<file path="src/hw/rtl/olief_pkg.sv">
// olief_pkg: shared types and constants of the ordered list block
// request and status codes, cell command, search result and fsm state types
// no dependencies
package olief_pkg;

    localparam int LIST_DEPTH_DEF = 16;
    localparam int REQ_W          = 2;
    localparam int POS_W          = 5;
    localparam int DATA_W         = 32;
    localparam int STATUS_W       = 3;
    localparam int FIDX_W         = 4;
    localparam int COUNT_W        = 5;
    localparam int GROUP_WIDTH    = 16;
    localparam int GROUP_BITS     = 4;

    localparam logic [REQ_W-1:0] REQ_INSERT = 2'd0;
    localparam logic [REQ_W-1:0] REQ_ERASE  = 2'd1;
    localparam logic [REQ_W-1:0] REQ_FIND   = 2'd2;

    typedef enum logic [STATUS_W-1:0] {
        ST_OK       = 3'd0,
        ST_FULL     = 3'd1,
        ST_BADPOS   = 3'd2,
        ST_EMPTY    = 3'd3,
        ST_NOTFOUND = 3'd4
    } status_t;

    typedef enum logic {
        FSM_IDLE,
        FSM_SEARCH
    } fsm_state_t;

    typedef struct packed {
        logic insert;
        logic erase;
        logic compare;
    } cell_cmd_t;

    typedef struct packed {
        logic              done;
        logic              hit;
        logic [FIDX_W-1:0] idx;
    } scan_res_t;

endpackage

</file>
<file path="src/hw/rtl/olief_cell.sv">
// olief_cell: one list slot, holds an entry and its match flag
// shifts from its neighbors on insert and erase, compares on find
// depends on olief_pkg
module olief_cell #(
    parameter int INDEX = 0,
    parameter int PW    = 5
) (
    input  logic                          clk,
    input  olief_pkg::cell_cmd_t          cmd,
    input  logic [PW-1:0]                 pos,
    input  logic [PW-1:0]                 cnt,
    input  logic [olief_pkg::DATA_W-1:0]  key,
    input  logic [olief_pkg::DATA_W-1:0]  left_data,
    input  logic [olief_pkg::DATA_W-1:0]  right_data,
    output logic [olief_pkg::DATA_W-1:0]  data,
    output logic                          match
);

    localparam logic [PW-1:0] IDX = PW'(INDEX);

    logic [olief_pkg::DATA_W-1:0] entry_reg;
    logic [olief_pkg::DATA_W-1:0] entry_next;
    logic                         match_reg;
    logic                         match_next;

    always_comb
    begin
        entry_next = entry_reg;
        match_next = match_reg;
        if (cmd.insert)
        begin
            if (IDX == pos)
                entry_next = key;
            else if (IDX > pos && IDX <= cnt)
                entry_next = left_data;
        end
        else if (cmd.erase)
        begin
            if (IDX >= pos)
                entry_next = right_data;
        end
        if (cmd.compare)
            match_next = (entry_reg == key) && (IDX < cnt);
    end

    always_ff @(posedge clk)
    begin
        entry_reg <= entry_next;
        match_reg <= match_next;
    end

    assign data  = entry_reg;
    assign match = match_reg;

endmodule

</file>
<file path="src/hw/rtl/olief_scan.sv">
// olief_scan: first-match search over the cell match flags
// walks the flags one group of sixteen per cycle, stops at the first hit
// depends on olief_pkg
module olief_scan #(
    parameter int LIST_DEPTH = olief_pkg::LIST_DEPTH_DEF
) (
    input  logic                   clk,
    input  logic                   rst_n,
    input  logic                   go,
    input  logic [LIST_DEPTH-1:0]  match,
    output olief_pkg::scan_res_t   res
);

    localparam int GW   = olief_pkg::GROUP_WIDTH;
    localparam int GBW  = olief_pkg::GROUP_BITS;
    localparam int NG   = (LIST_DEPTH + GW - 1) / GW;
    localparam int GCW  = (NG > 1) ? $clog2(NG) : 1;
    localparam int PADW = NG * GW;

    logic [PADW-1:0] padded;
    logic [GW-1:0]   grp_bits;
    logic [GBW-1:0]  enc;
    logic            any_hit;
    logic            last;

    logic            active_reg;
    logic            active_next;
    logic [GCW-1:0]  grp_reg;
    logic [GCW-1:0]  grp_next;
    logic            done_reg;
    logic            done_next;
    logic            hit_reg;
    logic            hit_next;
    logic [GBW-1:0]  idx_reg;
    logic [GBW-1:0]  idx_next;

    assign padded   = PADW'(match);
    assign grp_bits = padded[grp_reg*GW +: GW];
    assign any_hit  = |grp_bits;
    assign last     = (grp_reg == GCW'(NG - 1));

    always_comb
    begin
        enc = '0;
        for (int i = GW - 1; i >= 0; i--)
        begin
            if (grp_bits[i])
                enc = GBW'(i);
        end
    end

    always_comb
    begin
        active_next = active_reg;
        grp_next    = grp_reg;
        done_next   = 1'b0;
        hit_next    = hit_reg;
        idx_next    = idx_reg;
        if (go)
        begin
            active_next = 1'b1;
            grp_next    = '0;
        end
        else if (active_reg)
        begin
            if (any_hit || last)
            begin
                active_next = 1'b0;
                done_next   = 1'b1;
                hit_next    = any_hit;
                idx_next    = any_hit ? enc : '0;
            end
            else
            begin
                grp_next = grp_reg + GCW'(1);
            end
        end
    end

    always_ff @(posedge clk or negedge rst_n)
    begin
        if (!rst_n)
        begin
            active_reg <= 1'b0;
            grp_reg    <= '0;
            done_reg   <= 1'b0;
        end
        else
        begin
            active_reg <= active_next;
            grp_reg    <= grp_next;
            done_reg   <= done_next;
        end
    end

    always_ff @(posedge clk)
    begin
        hit_reg <= hit_next;
        idx_reg <= idx_next;
    end

    assign res.done = done_reg;
    assign res.hit  = hit_reg;
    assign res.idx  = idx_reg;

endmodule

</file>
<file path="src/hw/rtl/ordered_list_insert_erase_find.sv">
// ordered_list_insert_erase_find: top level of the ordered list block
// chain of olief_cell slots, olief_scan first-match search, request fsm
// depends on olief_pkg, olief_cell, olief_scan
//
// usage
//   an item (req_type, position, value) is taken at a rising edge with start
//   high and busy low. each item gives one result (status, found_index,
//   count) shown for exactly one cycle while done is high.
//   insert and erase: on success the slots from position on shift in the
//   accept cycle; done follows in the next cycle; busy stays low, so one
//   such item is taken every cycle. find: the slots compare in the accept
//   cycle, then the search walks the match flags sixteen slots per cycle
//   and stops at the first hit; busy is high from accept up to and
//   including the cycle in which done is shown.
//   unused request code: status ok, no change, done in the next cycle.
//   found_index and count carry the low bits of the index and the count.
//   reset empties the list; entry contents are left undefined.
//   the receiver cannot stall: done is a strobe with no back pressure.
module ordered_list_insert_erase_find #(
    parameter int LIST_DEPTH = olief_pkg::LIST_DEPTH_DEF
) (
    input  logic                            clk,
    input  logic                            rst_n,
    input  logic                            start,
    output logic                            busy,
    input  logic [olief_pkg::REQ_W-1:0]     req_type,
    input  logic [olief_pkg::POS_W-1:0]     position,
    input  logic signed [olief_pkg::DATA_W-1:0] value,
    output logic                            done,
    output logic [olief_pkg::STATUS_W-1:0]  status,
    output logic [olief_pkg::FIDX_W-1:0]    found_index,
    output logic [olief_pkg::COUNT_W-1:0]   count
);

    localparam int CW = $clog2(LIST_DEPTH + 1);
    localparam int PW = (CW > olief_pkg::POS_W) ? CW : olief_pkg::POS_W;

    olief_pkg::fsm_state_t          state_reg;
    olief_pkg::fsm_state_t          state_next;
    logic [CW-1:0]                  cnt_reg;
    logic [CW-1:0]                  cnt_next;
    logic                           done_reg;
    logic                           done_next;
    olief_pkg::status_t             status_reg;
    olief_pkg::status_t             status_next;

    olief_pkg::cell_cmd_t           cmd;
    olief_pkg::scan_res_t           scan_res;
    logic                           accept;
    logic                           go;
    logic [PW-1:0]                  pos_ext;
    logic [PW-1:0]                  cnt_ext;
    logic [olief_pkg::DATA_W-1:0]   key;
    logic [olief_pkg::DATA_W-1:0]   entry_q [LIST_DEPTH];
    logic [LIST_DEPTH-1:0]          match_vec;

    assign busy    = (state_reg == olief_pkg::FSM_SEARCH);
    assign accept  = start && !busy;
    assign pos_ext = PW'(position);
    assign cnt_ext = PW'(cnt_reg);
    assign key     = value;

    always_comb
    begin
        state_next  = state_reg;
        cnt_next    = cnt_reg;
        done_next   = 1'b0;
        status_next = status_reg;
        cmd         = '0;
        go          = 1'b0;
        unique case (state_reg)
            olief_pkg::FSM_IDLE:
            begin
                if (accept)
                begin
                    priority if (req_type == olief_pkg::REQ_INSERT)
                    begin
                        done_next = 1'b1;
                        if (cnt_reg == CW'(LIST_DEPTH))
                            status_next = olief_pkg::ST_FULL;
                        else if (pos_ext > cnt_ext)
                            status_next = olief_pkg::ST_BADPOS;
                        else
                        begin
                            status_next = olief_pkg::ST_OK;
                            cmd.insert  = 1'b1;
                            cnt_next    = cnt_reg + CW'(1);
                        end
                    end
                    else if (req_type == olief_pkg::REQ_ERASE)
                    begin
                        done_next = 1'b1;
                        if (cnt_reg == '0)
                            status_next = olief_pkg::ST_EMPTY;
                        else if (pos_ext >= cnt_ext)
                            status_next = olief_pkg::ST_BADPOS;
                        else
                        begin
                            status_next = olief_pkg::ST_OK;
                            cmd.erase   = 1'b1;
                            cnt_next    = cnt_reg - CW'(1);
                        end
                    end
                    else if (req_type == olief_pkg::REQ_FIND)
                    begin
                        cmd.compare = 1'b1;
                        go          = 1'b1;
                        state_next  = olief_pkg::FSM_SEARCH;
                    end
                    else
                    begin
                        done_next   = 1'b1;
                        status_next = olief_pkg::ST_OK;
                    end
                end
            end
            olief_pkg::FSM_SEARCH:
            begin
                if (scan_res.done)
                    state_next = olief_pkg::FSM_IDLE;
            end
            default:
            begin
                state_next = olief_pkg::FSM_IDLE;
            end
        endcase
    end

    always_ff @(posedge clk or negedge rst_n)
    begin
        if (!rst_n)
        begin
            state_reg  <= olief_pkg::FSM_IDLE;
            cnt_reg    <= '0;
            done_reg   <= 1'b0;
            status_reg <= olief_pkg::ST_OK;
        end
        else
        begin
            state_reg  <= state_next;
            cnt_reg    <= cnt_next;
            done_reg   <= done_next;
            status_reg <= status_next;
        end
    end

    for (genvar i = 0; i < LIST_DEPTH; i++)
    begin : g_cell
        logic [olief_pkg::DATA_W-1:0] left_data;
        logic [olief_pkg::DATA_W-1:0] right_data;

        if (i == 0)
        begin : g_first
            assign left_data = key;
        end
        else
        begin : g_left
            assign left_data = entry_q[i-1];
        end

        if (i == LIST_DEPTH - 1)
        begin : g_last
            assign right_data = key;
        end
        else
        begin : g_right
            assign right_data = entry_q[i+1];
        end

        olief_cell #(
            .INDEX (i),
            .PW    (PW)
        ) u_cell (
            .clk        (clk),
            .cmd        (cmd),
            .pos        (pos_ext),
            .cnt        (cnt_ext),
            .key        (key),
            .left_data  (left_data),
            .right_data (right_data),
            .data       (entry_q[i]),
            .match      (match_vec[i])
        );
    end

    olief_scan #(
        .LIST_DEPTH (LIST_DEPTH)
    ) u_scan (
        .clk   (clk),
        .rst_n (rst_n),
        .go    (go),
        .match (match_vec),
        .res   (scan_res)
    );

    assign done        = done_reg || scan_res.done;
    assign status      = scan_res.done
                         ? (scan_res.hit ? olief_pkg::ST_OK : olief_pkg::ST_NOTFOUND)
                         : status_reg;
    assign found_index = scan_res.done ? scan_res.idx : '0;
    assign count       = olief_pkg::COUNT_W'(cnt_reg);

    // search results only come back while a find is in progress
    a_scan_in_search: assert property (@(posedge clk) disable iff (!rst_n)
        scan_res.done |-> state_reg == olief_pkg::FSM_SEARCH)
        else $error("search result outside a find");

    a_count_range: assert property (@(posedge clk) disable iff (!rst_n)
        cnt_reg <= CW'(LIST_DEPTH))
        else $error("entry count above list depth");

    // a successful insert grows the list by exactly one
    a_insert_grows: assert property (@(posedge clk) disable iff (!rst_n)
        cmd.insert |=> cnt_reg == $past(cnt_reg) + CW'(1))
        else $error("insert did not grow the count");

    // an op result and a search result never collide
    a_one_result: assert property (@(posedge clk) disable iff (!rst_n)
        !(done_reg && scan_res.done))
        else $error("two results in one cycle");

endmodule

</file>
<file path="config.mk">
export PLATFORM = sky130hd
export DESIGN_NAME = ordered_list_insert_erase_find
export DESIGN_NICKNAME = d
export VERILOG_FILES = /design/src/hw/rtl/olief_pkg.sv /design/src/hw/rtl/olief_cell.sv /design/src/hw/rtl/olief_scan.sv /design/src/hw/rtl/ordered_list_insert_erase_find.sv
export SDC_FILE = /design/constraint.sdc
export NUM_CORES = 1
export LEC_CHECK = 0
export BUFFER_PORTS_ARGS = -buffer_cell sky130_fd_sc_hd__buf_4
export CAP_MARGIN = 10
export CORE_MARGIN = 2
export CORE_UTILIZATION = 45
export DETAILED_ROUTE_END_ITERATION = 8
export PLACE_DENSITY = 0.66
export SKIP_LAST_GASP = 1
export SLEW_MARGIN = 20
export SYNTH_ARGS = -nofsm -noshare
export SYNTH_HDL_FRONTEND = slang
export SYNTH_SLANG_ARGS = --single-unit
export TNS_END_PERCENT = 5
</file>
<file path="constraint.sdc">
create_clock -name clk -period 7.9 [get_ports clk]
set_input_delay 0.395 -clock clk [delete_from_list [all_inputs] [get_ports clk]]
set_output_delay 0.395 -clock clk [all_outputs]
set_load 0.1 [all_outputs]
</file>
# After elaboration in Yosys (flattened, before gate mapping)
# Index checks and enable logic that the tools add are counted.
[totals]
elab_cells = 398
output_inout_bits = 14
reg_bits = 546
input_bits = 42
[classes]
n_addsub = 3
muxes = 141
bitwise_logic = 4
order_cmp = 66
n_shift = 1
n_reduce_logical = 83
eq_ne = 56
[ops]
columns = ["operator", "count"]
rows = [
  ["2-to-1 mux 32 bit", 80],
  ["== test 32 bit", 16],
  ["AND reduction 3 bit", 18],
  ["!= test 3 x 1 -> 1 bit (second input constant)", 16],
  ["== test 4 x 5 -> 1 bit (first input constant)", 8],
  [">= comparator 4 x 5 -> 1 bit (first input constant)", 8],
  ["greater-than comparator 4 x 5 -> 1 bit (first input constant)", 8],
  ["<= comparator 4 x 5 -> 1 bit (first input constant)", 8],
  ["< comparator 4 x 5 -> 1 bit (first input constant)", 8],
  ["nonzero test 2 bit", 19],
  ["2-to-1 mux 4 bit", 9],
  ["logical AND 1 bit", 33],
  ["2-to-1 mux 3 bit", 11],
  ["2-to-1 mux 5 bit", 6],
  ["2-to-1 mux 1 bit", 27],
  ["== test 3 x 5 -> 1 bit (first input constant)", 4],
  [">= comparator 3 x 5 -> 1 bit (first input constant)", 4],
  ["greater-than comparator 3 x 5 -> 1 bit (first input constant)", 4],
  ["<= comparator 3 x 5 -> 1 bit (first input constant)", 4],
  ["< comparator 3 x 5 -> 1 bit (first input constant)", 4],
  ["OR reduction 16 bit", 1],
  ["variable part select 16 x 6 -> 16 bit", 1],
  ["2-to-1 mux 2 bit", 7],
  ["== test 2 x 5 -> 1 bit (first input constant)", 2],
  ["other kinds (31)", 48],
]

# Logic depth before layout (Yosys ltp)
# Gate-level depths: netlist of run 1.
[depth]
word_depth = 16
depth_mapped = 13
mapped_depth_nobuf = 8

# By module
# From an unflattened synthesis of run 1, not the netlist that was laid out.
[hier_totals]
cells_unflattened = 3184
area_unflattened_um2 = 34463.1
[modules_own_cells]
columns = ["module", "seq_area_each_um2", "instances", "area_each_um2", "cells_per_inst"]
rows = [
  ["olief_cell at g_cell[10].u_cell", 991.0, 1, 2120.8, 192],
  ["olief_cell at g_cell[11].u_cell", 991.0, 1, 2117.0, 192],
  ["olief_cell at g_cell[13].u_cell", 991.0, 1, 2117.0, 191],
  ["olief_cell at g_cell[4].u_cell", 991.0, 1, 2085.8, 191],
  ["olief_cell at g_cell[3].u_cell", 991.0, 1, 2083.2, 190],
  ["olief_cell at g_cell[5].u_cell", 991.0, 1, 2082.0, 193],
  ["olief_cell at g_cell[9].u_cell", 991.0, 1, 2075.7, 192],
  ["olief_cell at g_cell[6].u_cell", 991.0, 1, 2068.2, 192],
  ["olief_cell at g_cell[2].u_cell", 991.0, 1, 2062.0, 191],
  ["olief_cell at g_cell[0].u_cell", 991.0, 1, 2060.7, 187],
  ["olief_cell at g_cell[12].u_cell", 991.0, 1, 2060.7, 190],
  ["olief_cell at g_cell[15].u_cell", 991.0, 1, 2059.5, 189],
  ["olief_cell at g_cell[8].u_cell", 991.0, 1, 2058.2, 188],
  ["olief_cell at g_cell[14].u_cell", 991.0, 1, 2057.0, 190],
  ["4 more rows", "n/a", "n/a", "n/a", "n/a"],
]

# Least setup slack after synthesis of run 1
# OpenSTA, ideal clock, no wires.
[synth_path]
path_type = "flip-flop to flip-flop"
startpoint = "register cnt_reg[1] (netlist: count[1])"
endpoint = "register g_cell[1].u_cell.entry_reg, in the netlist g_cell[1].u_cell.data[0] (enable)"
t_arrival_ns = 6.009
n_path_buf = 2
synth_period_minus_slack_ns = 6.532
setup_time_ns = 0.522
slack_ns = 1.368
t_required_ns = 7.378
stages_incl_launch_ff = 10
path_cell_list = "dfrtp_1 clkbuf_1 inv_1 ha_1 nor2b_1 o21bai_1 a211o_1 and2_4 buf_6 a2111oi_1"
[synth_via]
elab_chain_cells = 9
elab_cells_between_ends = 19
cone_classes = "order compare: 3; eq/ne: 2; mux: 9; reduce/logical: 5"
[synth_lines]
columns = ["item", "line", "source"]
rows = [
  ["start, declared", "ordered_list_insert_erase_find.sv:40", "logic [CW-1:0] cnt_reg;"],
  ["start signal, assigned", "ordered_list_insert_erase_find.sv:141", "cnt_reg <= cnt_next;"],
  [">= comparator 5 bit", "ordered_list_insert_erase_find.sv:95", "else if (pos_ext >= cnt_ext)"],
  ["2-to-1 mux 1 bit", "ordered_list_insert_erase_find.sv:95", ""],
  ["2-to-1 mux 1 bit", "ordered_list_insert_erase_find.sv:93", "if (cnt_reg == '0)"],
  ["2-to-1 mux 1 bit", "ordered_list_insert_erase_find.sv:90", "else if (req_type == olief_pkg::REQ_ERASE)"],
  ["2-to-1 mux 2 bit", "ordered_list_insert_erase_find.sv:76", "priority if (req_type == olief_pkg::REQ_INSERT)"],
  ["2-to-1 mux 3 bit", "ordered_list_insert_erase_find.sv:74", "if (accept)"],
  ["2-to-1 mux 3 bit", "ordered_list_insert_erase_find.sv:71", "unique case (state_reg)"],
  ["nonzero test 2 bit (no line)", "n/a", ""],
  ["AND reduction 3 bit (no line) (*)", "n/a", ""],
  ["end signal, assigned", "olief_cell.sv:48", "entry_reg <= entry_next;"],
  ["end, declared", "olief_cell.sv:21", "logic [olief_pkg::DATA_W-1:0] entry_reg;"],
]
# Every way passes the cells marked *; elsewhere a longest branch is shown, timed or not.
# A chain may end at the register's enable or synchronous reset.

# Worst setup path after layout of run 1
[layout_path]
startpoint = "register cnt_reg[2] (netlist: count[2])"
endpoint = "register g_cell[5].u_cell.entry_reg, in the netlist g_cell[5].u_cell.data[18], data pin"
[layout_via]
elab_chain_cells = 7
elab_cells_between_ends = 8
cone_classes = "order compare: 1; eq/ne: 1; mux: 6"
[layout_lines]
columns = ["item", "line", "source"]
rows = [
  ["greater-than comparator 5 bit", "ordered_list_insert_erase_find.sv:81", "else if (pos_ext > cnt_ext)"],
  ["2-to-1 mux 1 bit", "ordered_list_insert_erase_find.sv:81", ""],
  ["2-to-1 mux 1 bit (*)", "ordered_list_insert_erase_find.sv:79", "if (cnt_reg == CW'(LIST_DEPTH))"],
  ["2-to-1 mux 1 bit (*)", "ordered_list_insert_erase_find.sv:76", ""],
  ["2-to-1 mux 3 bit (*)", "ordered_list_insert_erase_find.sv:74", ""],
  ["2-to-1 mux 3 bit (*)", "ordered_list_insert_erase_find.sv:71", ""],
  ["2-to-1 mux 32 bit (*)", "olief_cell.sv:30", "if (cmd.insert)"],
  ["via g_cell[5].u_cell.entry_next (one bit)", "olief_cell.sv:22", "logic [olief_pkg::DATA_W-1:0] entry_next;"],
  ["end signal, assigned", "olief_cell.sv:48", ""],
  ["end, declared", "olief_cell.sv:21", ""],
]
# Mark *: on every way through the listed nets, which the timed path passes. The rest lies on a longest branch.

==> results of run 1 <==
==> per-stage QoR <==
step / hold WS, ns / util / area [um^2]
final: 0.1480 / 0.4888 / 36450
after global routing: 0.1521 / 0.4887 / 36450
after CTS: 0.1276 / 0.4879 / 36390
after detailed placement: 0.2529 / 0.4645 / 34640
after global placement: 0.2510 / 0.4634 / 34550
after floorplan: 0.09941 / - / 33900
==> cells by family after synthesis <==
family                   share of synthesized area
AO/OA/AOI/OAI                              0.08186
flip-flops                                  0.4810
buffers and inverters                      0.04713
adder cells (fa/ha/maj)                   0.003691
XOR/XNOR                                    0.1338
AND/OR/NAND/NOR                             0.1090
multiplexers                                0.1435
==> worst max-delay path: stages, from the launching register on <==
cell and delay [ns]:
dfrtp_1 0.70, inv_1 0.21, ha_1 0.32, nand2_1 0.08, o21bai_1 0.16, a211o_1 0.37, nand2_8 0.76, buf_12 0.66
buf_4 0.73, o21ai_0 0.25
==> area by class of cell <==
| type | instances | area [um^2] |
|---|---|---|
| Fill cell | 6699 | 38120 |
| Sequential cell | 545 | 16310 |
| Multi-Input combinational cell | 2361 | 16250 |
| Clock buffer | 79 | 1582 |
| Tap cell | 969 | 1212 |
| Timing Repair Buffer | 102 | 895.9 |
| Clock inverter | 22 | 143.9 |
| Inverter | 16 | 60.06 |
| Antenna cell | 1 | 2.502 |
==> per-layer routing <==
layer | global-route usage | part of all wire | up-vias | wire, um
li1 | - | - | 11150 | -
met1 | 0.4111 | 0.43 | 12230 | 46890
met2 | 0.3938 | 0.43 | 1430 | 45870
met3 | 0.05037 | 0.11 | 182 | 11730
met4 | 0.08561 | 0.031 | 2 | 3382
met5 | 0 | 0.00012 | - | 13
==> timing repair <==
item                                   in CTS  in global routing
endpoints found under the hold margin      13                  0
gates resized for setup                     0                  0
hold buffers                                2                  0
==> worst paths after layout <==
| path | end | slack (ns) | cells past startpoint |
|---|---|---|---|
| worst max-delay path | g_cell[5].u_cell.data[18] | 3.14 | 9 |
| worst min-delay path | done_reg | 0.15 | 2 |
| worst max register to register | g_cell[5].u_cell.data[18] | 3.14 | 9 |
| worst min register to register | u_scan.grp_reg | 0.48 | 1 |
| max in group asynchronous | count[1] | 7.57 | 2 |
| min in group clk | done_reg | 0.16 | 3 |
==> placed cells by master, fill, tap and decap left out, types with 4 or more instances in the layout <==
| cell type | netlist | final |
|---|---|---|
| nand2_1 | 569 | 562 |
| xor2_1 | 318 | 318 |
| o21ai_1 | 153 | 153 |
| clkbuf_16 | 0 | 59 |
| a2111oi_0 | 4 | 4 |
| nor2_1 | 32 | 31 |
| buf_4 | 7 | 93 |
| nand2_2 | 1 | 5 |
| a21oi_4 | 0 | 5 |
| buf_16 | 0 | 5 |
| a31o_2 | 4 | 4 |
| nand4_1 | 65 | 65 |
| nor2_2 | 5 | 5 |
| dfrtp_1 | 12 | 12 |
| ha_1 | 10 | 10 |
| inv_1 | 16 | 16 |
| clkbuf_1 | 104 | 17 |
| edfxtp_1 | 533 | 533 |
| o31ai_1 | 4 | 4 |
| mux2_2 | 32 | 32 |
| clkinv_1 | 0 | 16 |
| o21ai_0 | 300 | 298 |
| nand2b_1 | 4 | 4 |
| o21ai_2 | 11 | 11 |
| a21o_1 | 5 | 5 |
| and2_1 | 4 | 4 |
| nor4_1 | 97 | 96 |
| xnor2_1 | 200 | 200 |
| nand3_1 | 18 | 15 |
| mux2i_1 | 450 | 450 |
| a21oi_1 | 23 | 18 |
| nor3_1 | 9 | 8 |
==> cell usage after synthesis (4+ instances only) <==
master,instances,area share
nor2_2,5,0.00092
dfrtp_1,12,0.0089
o21ai_1,153,0.023
nor2b_1,4,0.00074
nor3b_1,4,0.00089
a2111oi_0,4,0.0010
buf_4,7,0.0016
nand4_1,65,0.012
nand2b_1,4,0.00074
o21ai_2,11,0.0028
a21o_1,5,0.0011
inv_1,16,0.0018
a21oi_1,23,0.0034
mux2i_1,450,0.13
a31o_2,4,0.0010
buf_6,28,0.0093
mux2_2,32,0.011
clkbuf_2,9,0.0013
o21ai_0,300,0.044
nor4_1,97,0.018
ha_1,10,0.0037
nor2_1,32,0.0035
edfxtp_1,533,0.47
xnor2_1,200,0.052
nand2_1,569,0.063
xor2_1,318,0.082
and2_1,4,0.00074
nand3_1,18,0.0027
o31ai_1,4,0.00089
clkbuf_1,104,0.012
buf_2,143,0.021
nor3_1,9,0.0013
buf_1,5,0.00055
==> power by group <==
part,internal [mW],switching [mW]
clock,1.45,1.17
combinational,0.388,0.936
sequential,3.31,0.131
total,5.15,2.23
==> metrics.yaml, run 1 <==
worst_setup_path:
  path_class: "reg2reg"
  cp.arrival_ns: 5.09
  startpoint_type: "flip-flop"
  end_kind: "flip-flop"
  cp.required_ns: 8.24
  reg2reg_from: "count[2]"
  critPathMaxFanout: 218
  cp-startpoint: "count[2]"
global_route:
  antenna_found_initial: 2
  grt.overflow.total: 0
  first_global_vias: 23450
  grt_pass1_wl_um: 158500
  grt_max_degree: 219
  grtUsageTotal: 0.2725
cts:
  htree_levels: 2
  clk_pin_slew_worst_paths_ns: 0.06
  cts_root_buf: "clkbuf_16"
  cts_tree: "built"
  clock_path_buffers: 3
  cts_buffers: 57
  clk_latency_ns: 0.64
  cts.sinks: 545
  post_cts_buffers: 0
final_layout:
  drive_above_1_share: 0.08192
  stdcell_count: 4095
  nets: 3135
  largest_reg_flops: 512
  area_delta_synth_final_pct: 7.514
die:
  die_x_um: 278.5
  chipHeight_um: 278.5
  io_pins: 56
  fp.dieArea_um2: 77550
  start_util: 0.4546
  core-area_um2: 74570
  rows: 100
logic_synthesis:
  syn_area_um2: 33900
  ys_ff_latch: 545
  syn_nets: 3270
  synthCells: 3218
  ys_seq_area_frac: 0.4810
  avgSynthCellArea_um2: 10.53
  synth_flop_cell: "edfxtp_1"
  synth_warnings: 0
  async_flop_share: 0.02202
  synth_edf_count: 533
  synthDistinctLibCells: 60
sta:
  fin_tns_setup_ns: 0
  setup_viol: 0
  slew_violations: 0
  rsz0062_at_grt: "no"
  fmax_ghz: 0.2102
  skew_ns: 0.02069
  setup_ws_ns: 3.143
  hold_viol_final: 0
  slew_headroom: 0.1648
  period_needed_ns: 4.757
  fin_crit_sh: 0.6021
  tightest_slew_ns: 1.221
power_and_ir_drop:
  finalPower_mw: 7.380
  p_leak_nw: 14.86
  powerDensity_nw_per_um2: 202.5
  peakVddDrop_v: 0.0001786
place:
  dp_hpwl_um: 73610
  gp_congestion: 0.9094
  port_buffers: 55
  place_ws_ns: 3.229
  placed_cells: 3989
outcome:
  outcome: "finished clean"
routing:
  ant_nets: 0
  drt_iter0_drc: 3148
  drcViolationCount: 0
  wl_um: 107900
  num_vias: 24990
  vias_per_cell: 6.102
  firstDrtPassIters: 5
  wire_per_inst_um: 26.35
worst_hold_path:
  hold_path_class: "in2async"
job:
  drv_cap: 0
Power figures use the tool's default switching activity.
==> run 2, diff against run 1 <==
--- a/config.mk
+++ b/config.mk
@@ -10,7 +10,7 @@
 export CORE_MARGIN = 2
 export CORE_UTILIZATION = 45
 export DETAILED_ROUTE_END_ITERATION = 8
-export PLACE_DENSITY = 0.66
+export PLACE_DENSITY = 0.69
 export SKIP_LAST_GASP = 1
 export SLEW_MARGIN = 20
 export SYNTH_ARGS = -nofsm -noshare
==> constraint.sdc (replaced) <==
create_clock -name clk -period 4.2 [get_ports clk]
set_input_delay 0.21 -clock clk [delete_from_list [all_inputs] [get_ports clk]]
set_output_delay 0.21 -clock clk [all_outputs]
set_load 0.1 [all_outputs]
==> run 2 against run 1 <==
Net effect:
- total power is 90% higher
- sequential power rose by 88%
- register-to-register slack worse by 2.6 ns
- die area stayed put
- utilization is 0.29 points higher
- non-clock buffer count rose by 14
- clock skew up 0.0049 ns
- critical path type unchanged
- critical endpoint is now g_cell[7].u_cell.data[13]
- largest cell class unchanged
==> metrics.yaml, run 2 (synthesis results as in run 1) <==
place:
  dp_hpwl_um: 74030
  gp_congestion: 0.9128
  placed_cells: 3999
  port_buffers: 55
sta:
  timing.hold.ws_ns: 0.1206
  skew_ns: 0.02555
  slew_violations: 0
  tightest_slew_ns: 1.132
  slew_headroom: 0.2434
  fin_crit_sh: 0.8746
  fmax_ghz: 0.2722
  period_needed_ns: 3.673
  setup_viol: 0
  rsz0062_at_grt: "no"
  hold_viol_final: 0
final_layout:
  n_fill_cell: 6742
  area_delta_synth_final_pct: 8.153
  n_antenna_cell: 0
  final_common_cell: "nand2_1"
  largest_reg_flops: 512
  stdcell_count: 4112
  nets: 3150
  mostFrequentLayoutCells: "nand2_1, edfxtp_1, mux2i_1"
  drive_above_1_share: 0.08877
global_route:
  grt_pass1_wl_um: 157000
  grt.overflow.total: 0
  first_global_vias: 23720
  grtUsageTotal: 0.2705
  antenna_found_initial: 0
  grt_max_degree: 237
routing:
  wire_per_inst_um: 26.02
  top_layer_used: "met4"
  met2_length_um: 44850
  wl_met1_um: 45860
  wl_um: 107000
  ant_nets: 0
  vias_per_cell: 6.076
  drt_iter0_drc: 3725
  num_vias: 24990
  firstDrtPassIters: 6
  met3WireLength_um: 11770
  drcViolationCount: 0
die:
  chipHeight_um: 278.5
  start_util: 0.4546
  die_x_um: 278.5
  core-area_um2: 74570
  rows: 100
  fp.dieArea_um2: 77550
  io_pins: 56
job:
  drv_cap: 0
worst_setup_path:
  cp.arrival_ns: 3.94
  cpPeakStageDelay_ns: 0.62
  startpoint_type: "flip-flop"
  worst_path_most_repeated_cell: "buf_4"
  crit_slowest_cell: "dfrtp_1"
  cp.required_ns: 4.47
  critPathMaxFanout: 37
  crit_chain: "inv_1, ha_1, nor2b_1, o21bai_1, a211o_1, and2_4, buf_4, a21oi_1, nor3_4, buf_4"
  path_class: "reg2reg"
  end_kind: "flip-flop"
  reg2reg_depth: 10
cts:
  hold_buffers: 5
  clock_path_buffers: 3
  htree_levels: 2
  clk_latency_ns: 0.64
  cts_buffers: 58
  cts.sinks: 545
  cts_root_buf: "clkbuf_16"
  cts_tree: "built"
  post_cts_buffers: 0
  cts_resized: 0
  clk_pin_slew_worst_paths_ns: 0.06
power_and_ir_drop:
  peakVddDrop_v: 0.0003491
  powerDensity_nw_per_um2: 382.9
  p_leak_nw: 14.97
worst_hold_path:
  hold_path_class: "in2reg"
  whs_path_depth: 3
outcome:
  outcome: "finished clean"
## run 2: cell type report
type                    instances  area [um^2]  share of cell area
repair buffers                116         1013             0.02764
multi-input cells            2361        16270              0.4437
well taps                     969         1212             0.03307
flip-flops and latches        545        16310              0.4447
clock inverters                28        220.2            0.006006
clock buffers                  77         1584             0.04320
inverters                      16        60.06            0.001638
## run 2: path summary, 6_finish.rpt
path	from	endpoint	slack, ns
worst min register to register	u_scan.active_reg	u_scan.grp_reg	0.48
worst min-delay path	value[17]	g_cell[0].u_cell.data[17]	0.12
max in group asynchronous	rst_n	count[0]	3.07
worst max-delay path	count[1]	g_cell[7].u_cell.data[13]	0.53
worst max register to register	count[1]	g_cell[7].u_cell.data[13]	0.53
min in group asynchronous	rst_n	count[3]	0.69
## run 2: layer usage
layer  vias up  global-route usage
met3       240             0.04080
met5         -                   0
met2      1534              0.3897
met1     12030              0.4068
li1      11180                   -
met4         0              0.1064
## run 2: through the flow
stage | worst slack [ns] | power (mW) | cell area [um^2] | TNS (ns) | util
3_3_place_gp | 0.6234 | 9.020 | 34700 | 0 | 0.4653
3_5_place_dp | 0.5499 | 9.056 | 34730 | 0 | 0.4657
4_1_cts | 0.5318 | 14.04 | 36580 | 0 | 0.4906
2_1_floorplan | -0.6236 | 8.337 | 33960 | -152.99 | -
5_1_grt | 0.3433 | 14.46 | 36670 | 0 | 0.4917
6_report | 0.5266 | 14.04 | 36670 | 0 | 0.4917
## run 2: power by group
part / total, mW / switching [mW] / internal [mW]
Combinational: 2.56 / 1.81 / 0.750
Sequential: 6.45 / 0.218 / 6.23
Clock: 5.03 / 2.21 / 2.82
## run 2: worst max-delay path: cells and delay by family (launching register included)
kind	cells	cell delay [ns]
buf+inv	3	1.07
simple gates	3	0.63
flops	1	0.62
compound gates	3	0.58
fa+ha+maj	1	0.36
